[src/rtl/rlfb_pkg.sv]
// Shared constants and request payload types for the radio link frame builder.
`timescale 1ns / 1ps

package rlfb_pkg;

    localparam logic [7:0] START_BYTE = 8'hFF;
    localparam logic [7:0] END_BYTE   = 8'hEF;
    localparam logic [8:0] SUM_MOD    = 9'd255;

    typedef struct packed {
        logic [7:0] src_addr;
        logic [7:0] dst_addr;
        logic [7:0] payload_length;
        logic [7:0] data_byte;
    } msg_item_t;

    typedef struct packed {
        logic [7:0] out_byte;
        logic       frame_end;
    } frame_item_t;

endpackage

[src/rtl/rlfb_stream_if.sv]
// Valid/ready stream interface that carries one request payload.
`timescale 1ns / 1ps

interface rlfb_stream_if #(
    parameter type item_t = logic [7:0]
);
    logic  valid;
    logic  ready;
    item_t data;

    modport source (output valid, output data, input ready);
    modport sink   (input valid, input data, output ready);
endinterface

[src/rtl/radio_link_frame_builder.sv]
// Top level of the radio link frame builder: message bytes in, framed bytes out.
`timescale 1ns / 1ps

// Each msg request carries one payload byte; the first request of a frame also
// supplies sender, receiver and length, which are ignored on later requests. The
// block emits 0xFF, sender, receiver, length, then the payload byte; after the
// (length+1)-th payload byte it emits the mod-255 checksum and the terminator
// 0xEF flagged with frame_end. Bytes leave through a single output register,
// one per cycle unless frame.ready stalls it, so a request emits one byte
// mid-frame, five on the first payload byte, three on the last, and seven for
// a one-byte frame. A new request is taken in the same cycle the previous one
// releases its last byte; request data passes item_reg, then the output register.
module radio_link_frame_builder (
    input  logic          clk,
    input  logic          rst_n,
    rlfb_stream_if.sink   msg,
    rlfb_stream_if.source frame
);

    localparam logic [2:0] PH_START = 3'd0;
    localparam logic [2:0] PH_SND   = 3'd1;
    localparam logic [2:0] PH_RCV   = 3'd2;
    localparam logic [2:0] PH_LEN   = 3'd3;
    localparam logic [2:0] PH_DATA  = 3'd4;
    localparam logic [2:0] PH_SUM   = 3'd5;
    localparam logic [2:0] PH_END   = 3'd6;

    rlfb_pkg::msg_item_t   item_reg;
    logic                  item_valid_reg, item_valid_next;
    logic [2:0]            phase_reg, phase_next;
    logic [8:0]            bytes_left_reg, bytes_left_next;
    logic [7:0]            sum_reg, sum_next;
    logic                  out_valid_reg, out_valid_next;
    rlfb_pkg::frame_item_t out_reg;

    logic       advance;
    logic       emit;
    logic       accept;
    logic       item_done;
    logic [7:0] cur_byte;
    logic       cur_end;
    logic [8:0] sum_add;
    logic [7:0] sum_mod;
    logic [8:0] bl_dec;
    logic [2:0] ph_cand;
    logic [8:0] bl_cand;
    logic [7:0] sum_cand;

    assign advance = !out_valid_reg || frame.ready;
    assign emit    = item_valid_reg && advance;
    assign sum_add = {1'b0, sum_reg} + {1'b0, cur_byte};
    assign sum_mod = (sum_add >= rlfb_pkg::SUM_MOD) ? 8'(sum_add - rlfb_pkg::SUM_MOD)
                                                     : sum_add[7:0];
    assign bl_dec  = bytes_left_reg - 9'd1;

    always_comb
    begin
        cur_byte  = 8'd0;
        cur_end   = 1'b0;
        item_done = 1'b0;
        ph_cand   = phase_reg;
        bl_cand   = bytes_left_reg;
        sum_cand  = sum_reg;
        unique case (phase_reg)
            PH_START:
            begin
                cur_byte = rlfb_pkg::START_BYTE;
                sum_cand = 8'd0;
                ph_cand  = PH_SND;
            end
            PH_SND:
            begin
                cur_byte = item_reg.src_addr;
                sum_cand = sum_mod;
                ph_cand  = PH_RCV;
            end
            PH_RCV:
            begin
                cur_byte = item_reg.dst_addr;
                sum_cand = sum_mod;
                ph_cand  = PH_LEN;
            end
            PH_LEN:
            begin
                cur_byte = item_reg.payload_length;
                sum_cand = sum_mod;
                bl_cand  = {1'b0, item_reg.payload_length} + 9'd1;
                ph_cand  = PH_DATA;
            end
            PH_DATA:
            begin
                cur_byte = item_reg.data_byte;
                sum_cand = sum_mod;
                bl_cand  = bl_dec;
                if (bl_dec == 9'd0)
                begin
                    ph_cand = PH_SUM;
                end
                else
                begin
                    item_done = 1'b1;
                end
            end
            PH_SUM:
            begin
                cur_byte = sum_reg;
                ph_cand  = PH_END;
            end
            PH_END:
            begin
                cur_byte  = rlfb_pkg::END_BYTE;
                cur_end   = 1'b1;
                sum_cand  = 8'd0;
                ph_cand   = PH_START;
                item_done = 1'b1;
            end
            default:
            begin
                ph_cand   = PH_START;
                item_done = 1'b1;
            end
        endcase
    end

    assign msg.ready = !item_valid_reg || (emit && item_done);
    assign accept    = msg.valid && msg.ready;

    always_comb
    begin
        phase_next      = phase_reg;
        bytes_left_next = bytes_left_reg;
        sum_next        = sum_reg;
        if (emit)
        begin
            phase_next      = ph_cand;
            bytes_left_next = bl_cand;
            sum_next        = sum_cand;
        end

        item_valid_next = item_valid_reg;
        if (accept)
        begin
            item_valid_next = 1'b1;
        end
        else if (emit && item_done)
        begin
            item_valid_next = 1'b0;
        end

        out_valid_next = out_valid_reg;
        if (emit)
        begin
            out_valid_next = 1'b1;
        end
        else if (frame.ready)
        begin
            out_valid_next = 1'b0;
        end
    end

    always_ff @(posedge clk or negedge rst_n)
    begin
        if (!rst_n)
        begin
            item_valid_reg <= 1'b0;
            phase_reg      <= PH_START;
            bytes_left_reg <= 9'd0;
            sum_reg        <= 8'd0;
            out_valid_reg  <= 1'b0;
        end
        else
        begin
            item_valid_reg <= item_valid_next;
            phase_reg      <= phase_next;
            bytes_left_reg <= bytes_left_next;
            sum_reg        <= sum_next;
            out_valid_reg  <= out_valid_next;
        end
    end

    always_ff @(posedge clk)
    begin
        if (accept)
        begin
            item_reg <= msg.data;
        end
        if (emit)
        begin
            out_reg.out_byte  <= cur_byte;
            out_reg.frame_end <= cur_end;
        end
    end

    assign frame.valid = out_valid_reg;
    assign frame.data  = out_reg;

endmodule

[src/flat_wrapper.sv]
// flat-port wrapper written by rule: the top's interface ports become plain ports
module radio_link_frame_builder_flat 
  (clk, rst_n, msg_valid, msg_data, msg_ready, frame_valid, frame_data, frame_ready);
  rlfb_stream_if msg_i ();
  rlfb_stream_if frame_i ();
  input  logic clk;
  input  logic rst_n;
  input wire logic [$bits(msg_i.valid)-1:0] msg_valid;
  input wire logic [$bits(msg_i.data)-1:0] msg_data;
  output wire logic [$bits(msg_i.ready)-1:0] msg_ready;
  output wire logic [$bits(frame_i.valid)-1:0] frame_valid;
  output wire logic [$bits(frame_i.data)-1:0] frame_data;
  input wire logic [$bits(frame_i.ready)-1:0] frame_ready;
  assign msg_i.valid = msg_valid;
  assign msg_i.data = msg_data;
  assign msg_ready = msg_i.ready;
  assign frame_valid = frame_i.valid;
  assign frame_data = frame_i.data;
  assign frame_i.ready = frame_ready;
  radio_link_frame_builder u_core (.clk(clk), .rst_n(rst_n), .msg(msg_i), .frame(frame_i));
endmodule
[config.mk]
export PLATFORM = sky130hd
export DESIGN_NAME = radio_link_frame_builder_flat
export DESIGN_NICKNAME = d
export VERILOG_FILES = /design/src/rtl/rlfb_pkg.sv /design/src/rtl/rlfb_stream_if.sv /design/src/rtl/radio_link_frame_builder.sv /design/src/flat_wrapper.sv
export SDC_FILE = /design/constraint.sdc
export NUM_CORES = 1
export LEC_CHECK = 0
export BUFFER_PORTS_ARGS = -buffer_cell sky130_fd_sc_hd__buf_2
export CORE_MARGIN = 5
export CORE_UTILIZATION = 53
export DETAILED_ROUTE_END_ITERATION = 10
export MAX_ROUTING_LAYER = met4
export PLACE_DENSITY = 0.74
export SYNTH_ARGS = -nofsm -noshare
export SYNTH_HDL_FRONTEND = slang
export SYNTH_SLANG_ARGS = --single-unit
[constraint.sdc]
create_clock -name clk -period 3.4 [get_ports clk]
set_clock_uncertainty 0.2 [all_clocks]
set_input_delay 0.68 -clock clk [delete_from_list [all_inputs] [get_ports clk]]
set_output_delay 0.68 -clock clk [all_outputs]
set_load 0.01 [all_outputs]
# [Yosys cells after proc, flatten, opt, wreduce, memory -nomap -nowiden]
# Cells that the tools add are included.
[totals] elab_cells=51 input_bits=12 out_inout_bits=10 ff_bits=38
[op_classes] muxes=13 n_eq_ne=7 addsub=3 magnitude_cmp=1 reduce_logical=19
[ops] operator="$pmux W8 S4" count=1
[ops] operator="$pmux W3 S6" count=1
[ops] operator="$pmux W9 S2" count=1
[ops] operator="$pmux W8 S2" count=1
[ops] operator="$add A8 B8 Y9" count=1
[ops] operator="$eq A3 B3 Y1 const B" count=3
[ops] operator="$ge A9 B8 Y1 const B" count=1
[ops] operator="$logic_not A9 Y1" count=1
[ops] operator="$sub A9 B1 Y9 const B" count=1
[ops] operator="$mux W8" count=1
[ops] operator="$reduce_bool A2 Y1" count=4
[ops] operator="$sub A8 B8 Y8 const B" count=1
[ops] operator="$eq A3 B2 Y1 const B" count=2
[ops] operator="$mux W1" count=6
[ops] operator="$reduce_and A2 Y1" count=3
[ops] operator="$reduce_or A5 Y1" count=1
[ops] operator="$reduce_or A4 Y1" count=1
[ops] operator="$eq A3 B1 Y1 const B" count=1
[ops] operator="$logic_and A1 B1 Y1" count=3
[ops] operator="$logic_not A3 Y1" count=1
[ops] operator="$mux W3" count=1
[ops] operator="$logic_not A1 Y1" count=2
[ops] operator="$logic_or A1 B1 Y1" count=2
[ops] operator="$ne A2 B1 Y1 const B" count=1
[ops] operator="2 further kinds" count=2

# [Logic depth before layout (Yosys ltp)]
# Gate-level depths: netlist of the first run.
[depth] ltp_word=8 ltp_mapped=14

# [Worst setup path before layout of the first run]
# Ideal clock, no wire load.
[synth_path] path_kind="register -> register" from="reg u_core.phase_reg[0]" to="reg u_core.sum_reg[1]" arrival_time_ps=3354 path_slack_ps=-275 path_buffers=1 stages_incl_launch_ff=14 cell_sequence="dfrtp_1 clkbuf_1 inv_1 nor2_1 a21oi_1 o21ai_0 ha_1 a21o_1 and4_4 o2111ai_2 nand4b_4 o41ai_4 mux2_4 a22o_1"
[synth_via] elab_chain_cells=6 elab_cells_between_ends=17 cone_classes="add/sub (2); order compare (1); eq/ne (6); mux (3); reduce/logical (5)"
[synth_lines] element="start, declared" line_no="radio_link_frame_builder.sv:30" rtl="logic [2:0] phase_reg, phase_next;"
[synth_lines] element="start signal, assigned" line_no="radio_link_frame_builder.sv:174" rtl="phase_reg <= phase_next;"
[synth_lines] element="$eq A3 B3 Y1 / $logic_not A3 Y1 (equally long branches)" line_no="radio_link_frame_builder.sv:64" rtl="unique case (phase_reg)"
[synth_lines] element="$pmux W8 S4 (*)" line_no="radio_link_frame_builder.sv:64"
[synth_lines] element="via u_core.cur_byte[1]" line_no="radio_link_frame_builder.sv:40" rtl="logic [7:0] cur_byte;"
[synth_lines] element="$add A8 B8 Y9 (*)" line_no="radio_link_frame_builder.sv:51" rtl="assign sum_add = {1'b0, sum_reg} + {1'b0, cur_byte};"
[synth_lines] element="$sub A8 B8 Y8 / $ge A9 B8 Y1 (equally long branches)" line_no="radio_link_frame_builder.sv:52" rtl="assign sum_mod = (sum_add >= rlfb_pkg::SUM_MOD) ? 8'(sum_add - rlfb_pkg::SUM_MOD)"
[synth_lines] element="$mux W8 (*)" line_no="radio_link_frame_builder.sv:52"
[synth_lines] element="$pmux W8 S2 (*)" line_no="radio_link_frame_builder.sv:64"
[synth_lines] element="end signal, assigned" line_no="radio_link_frame_builder.sv:176" rtl="sum_reg <= sum_next;"
[synth_lines] element="end, declared" line_no="radio_link_frame_builder.sv:32" rtl="logic [7:0] sum_reg, sum_next;"
# The timed path passes the listed nets; every way through them passes the cells marked *.
# A chain may end at the register's enable or synchronous reset.

# [Final worst setup path of the first run]
[layout_path] from="reg u_core.phase_reg[1]" to="reg u_core.sum_reg[2]"
# Same word-level chain as after synthesis.

==> out/summary.txt, run 1 <==
Worst-Margin Slew: 0.832 ns
Io pins: 22
Worst setup margin: 0.0821 ns
Hold Buf Count CTS: 0
Num CTS Buffers: 5
Netlist cell types: 50
Non-filler cells, final: 336
Cells after Synth: 228
Pre-CTS WS: -0.0281 ns
Worst setup path startpoint: u_core.phase_reg[1]
Vias in the first global route: 1,828
Placed standard-cell area: 2660 µm²
Ant. Diodes: 0
Hold Crit Class: input port to async pin
Core area: 4290 µm²
WL/cell: 15.9 µm
FMAX: 301 MHz
CTS sink cnt: 38
Congestion Overflow GR: 0
Rel. slew slack: 44.0%
Crit path kind: register to register
Unrepaired setup endpoints after global routing: true
Reg2reg start: u_core.phase_reg[1]
Layout cells sized above 1: 35.2%
H-Tree Level Count: 2
Row count: 24
Crit path arrival time: 3.31 ns
Vias per inst: 5.74
DIE HEIGHT: 76.0 µm
Avg Inst Size Synth: 10.1 µm²
First-pass GRT wire length: 8.87 mm
Ys flop type: dfrtp_1
Post-synthesis sequential area ratio: 44.6%
Placer Congestion: 0.871
Final Critical Period: 3.32 ns
R2R setup slack: 0.08 ns
Initial antenna violation count: 0
Via count: 1,929
Port buffer count: 21
Commonest non-fill, non-tap cells in the layout: buf_4, o21ai_0, nand2_1, buf_2, dfrtp_1
Number of nets with antenna violations after routing: 0
CTS tree: built
Number of flops mapped to enable cells by yosys: 16
Crit end category: register
Async S/R FF share, synth: 57.9%
Mapped Nets: 252
Clk_lat worst skew: 0.30 ns
Status: finished clean
Total GRT Usage: 19.5%
Flop and latch count out of synthesis: 38
Fin area: 2920 µm²
Total of max-cap violations: 0
Initial Util: 53.8%
Drt drc: 0
Fin. Hold Viols: 0
Clk root buf: clkbuf_8
DRT Pass-1 Iters: 4
Commonest non-fill, non-tap cell in the layout: buf_4
Clock buffer depth: 2
DR iter-0 viols: 143
Worst-path fanout max: 7
Finish-stage setup viols: 0
Largest net degree at the start of global routing: 23
DP Cell Count: 319
Nets: 307
Worst-path clk slew: 0.08 ns
Yosys warns: 0
DP HPWL: 3.90 mm
Setup crit start kind: register
Synth Cell Area: 2310 µm²
Worst path required time: 3.39 ns
Max reg flops: 9
Slew Viols, Final: 0
Layout area overhead: 26.4%
Die Footprint: 5780 µm²
Total Wirelength: 5.35 mm
Die Width: 76.0 µm
Final period utilization: 97.6%
-- through the flow --
| step | hold WS [ns] | setup TNS (ns) | utilization, % |
|---|---|---|---|
| 2_1_floorplan | 0.184 | -0.0653 | - |
| 3_3_place_gp | 0.262 | 0 | 61.9 |
| 3_5_place_dp | 0.293 | -0.0461 | 61.9 |
| 4_1_cts | 0.158 | 0 | 64.5 |
| 5_1_grt | 0.192 | -0.208 | 68.0 |
| 6_report | 0.139 | 0 | 68.0 |
-- worst max-delay path, cell delays in order (launching register included) --
cell	delay, ns
dfrtp_1	0.41
buf_6	0.14
nor2_4	0.05
a21oi_2	0.13
o21ai_2	0.08
ha_2	0.21
fa_2	0.62
ha_4	0.15
a21oi_2	0.03
nor2_2	0.15
nand4b_4	0.13
o41ai_4	0.40
buf_4	0.20
o211ai_1	0.11
a22o_1	0.21
-- area by class of cell --
cell class              instances  area [µm²]
fillers                       325        1380
multi-input cells             175        1330
flip-flops and latches         38        1030
repair buffers                 54         373
clock buffers                   5        68.8
well taps                      52        65.1
inverters                       9        36.3
clock inverters                 3        15.0
-- per-layer routing --
layer	part of all wire [%]	global-route usage, %	vias up	routed length, µm
li1	-	-	955	-
met1	46	27.1	920	2450
met2	48	28.6	46	2540
met3	5.2	4.37	8	279
met4	1.3	5.87	0	70
met5	0	-	-	0
-- Yosys cell counts, types with 6 or more instances --
cell	count	area (µm²)
inv_1	7	26.3
nand2_1	21	78.8
ha_1	11	138
nand3_1	8	40.0
a21oi_1	15	75.1
dfrtp_1	22	551
o21ai_0	29	145
clkbuf_1	6	22.5
edfxtp_1	16	480
a22o_1	9	78.8
nor2_1	10	37.5
xnor2_1	7	61.3
nand2b_1	6	37.5
-- path summary, 6_finish.rpt --
| path | end | cells after the start |
|---|---|---|
| setup / recovery | u_core.sum_reg[2] | 14 |
| hold / removal | u_core.bytes_left_reg[6] | 1 |
| setup reg to reg | u_core.sum_reg[2] | 14 |
| hold reg to reg | u_core.frame.valid | 1 |
| max in group asynchronous | u_core.phase_reg[0] | 1 |
| min in group clk | u_core.frame.valid | 1 |
-- timing repair --
item | CTS | global route
gates resized for setup | 4 | 25
setup buffers | 2 | 8
pin swaps | 3 | 14
setup endpoints to repair | 3 | 8
-- cells by family (layout without fill, tap and decap cells) --
family / after synthesis / count (layout) / share of synthesized area, %
flops: 38 / 38 / 44.6
compound gates: 76 / 76 / 21.9
simple gates: 71 / 71 / 16.9
mux: 4 / 4 / 2.11
xor+xnor: 12 / 12 / 5.20
fa+ha+maj: 12 / 12 / 6.83
buf+inv: 15 / 71 / 2.44
Power of run 1 is not shown: default switching activity piles up to over one toggle a cycle in this logic, so the estimate is an artifact.
==> run 2: changes to the inputs <==
--- a/constraint.sdc
+++ b/constraint.sdc
@@ -4,2 +4,2 @@
 set_output_delay 0.68 -clock clk [all_outputs]
-set_load 0.01 [all_outputs]
+set_load 0.02 [all_outputs]
==> out/summary.txt, run 2 (synthesis results as in run 1) <==
Vias per inst: 5.77
Final Critical Period: 3.31 ns
Total Wirelength: 5.36 mm
Crit path cell chain: buf_6, nor2_4, a21oi_2, o21ai_2, ha_2, fa_2, ha_4, a21oi_2, nor2_2, nand4b_4, o41ai_4, buf_4, o211ai_1, a22o_1
Total GRT Usage: 19.5%
Crit path arrival time: 3.30 ns
DP HPWL: 3.90 mm
DIE HEIGHT: 76.0 µm
Initial Util: 53.8%
CTS sink cnt: 38
Sum Neg Setup Slack: 0 ns
Worst path required time: 3.39 ns
Crit path kind: register to register
Commonest non-fill, non-tap cell in the layout: buf_4
Layout cells sized above 1: 35.2%
Die Footprint: 5780 µm²
Final Core Density: 68.1%
Fillcell total: 325
Pre-CTS WS: -0.0281 ns
DR iter-0 viols: 113
Setup crit start kind: register
FF/Latch Area: 1030 µm²
CTS tree: built
Hold Crit Class: input port to async pin
Nets: 307
Clk root buf: clkbuf_8
Status: finished clean
Core area: 4290 µm²
Placer Congestion: 0.871
Vias in the first global route: 1,828
CP max stage cell: fa_2
Slew Viols, Final: 0
Congestion Overflow GR: 0
First-pass GRT wire length: 8.87 mm
Via count: 1,939
Max reg flops: 9
DRT Pass-1 Iters: 4
Delay-heaviest family, CP: adder cells
Layout area overhead: 26.7%
Non-filler cells, final: 336
Worst-path fanout max: 7
Worst-path clk slew: 0.08 ns
Row count: 24
Worst setup margin: 0.0878 ns
Finish-stage setup viols: 0
Rel. slew slack: 44.0%
Number of nets with antenna violations after routing: 0
Largest net degree at the start of global routing: 23
CP dominant cell by count: a21oi_2
Port buffer count: 21
Multi-input gate area: 1330 µm²
Unrepaired setup endpoints after global routing: true
Io pins: 22
FMAX: 302 MHz
Commonest non-fill, non-tap cells in the layout: buf_4, o21ai_0, nand2_1, dfrtp_1, buf_2
Num CTS Buffers: 5
Drt drc: 0
Clk_lat worst skew: 0.30 ns
H-Tree Level Count: 2
Clock buffer depth: 2
Crit end category: register
Worst Path Buf+Inv: 2
Ant. Diodes: 0
Worst-Margin Slew: 0.831 ns
WL/cell: 15.9 µm
Fin. Hold Viols: 0
Final period utilization: 97.4%
Initial antenna violation count: 0
Total of max-cap violations: 0
DP Cell Count: 319
Crit path largest cell delay: 0.62 ns
Die Width: 76.0 µm
run 2: worst paths after layout:
check,start,endpoint,slack [ns],cells past startpoint
worst max-delay path,u_core.phase_reg[1],u_core.sum_reg[2],0.09,14
worst min-delay path,rst_n,u_core.bytes_left_reg[6],0.14,1
worst max register to register,u_core.phase_reg[1],u_core.sum_reg[2],0.09,14
worst min register to register,u_core.item_valid_reg,u_core.frame.valid,0.34,1
max in group asynchronous,rst_n,u_core.phase_reg[0],2.49,1
min in group clk,u_core.item_valid_reg,u_core.frame.valid,0.34,1
run 2: worst reg2reg max path: stages (launching register included):
cell and delay (ns):
dfrtp_1 0.41, buf_6 0.14, nor2_4 0.05, a21oi_2 0.13, o21ai_2 0.08, ha_2 0.21, fa_2 0.62, ha_4 0.15
a21oi_2 0.04, nor2_2 0.15, nand4b_4 0.13, o41ai_4 0.40, buf_4 0.19, o211ai_1 0.11, a22o_1 0.21
run 2: area by class of cell:
cell class                 count  area share [%]
clock buffer                   5            2.35
clock inverter                 3           0.513
inverter                       9            1.24
multi-input combinational    175            45.4
sequential                    38            35.3
tap                           52            2.22
timing repair buffer          54            13.0
run 2: layer usage:
metal	vias up	global-route usage [%]	part of all wire, %
met4	0	5.87	1.4
met1	929	27.1	46
li1	954	-	-
met5	-	-	0
met3	8	4.37	4.9
met2	48	28.6	48
run 2: through the flow:
step	hold slack [ns]	area [µm²]
6_report	0.137	2930
5_1_grt	0.192	2930
4_1_cts	0.158	2780
3_5_place_dp	0.293	2660
3_3_place_gp	0.262	2660
2_1_floorplan	0.184	2340
run 2: what timing repair did:
action                     in CTS  in global routing
hold buffers                    0                  0
setup endpoints to repair       3                  8
pin swaps                       3                 14
setup buffers                   2                  8
gates resized for setup         5                 26
Power of run 2 is left out for the same reason.
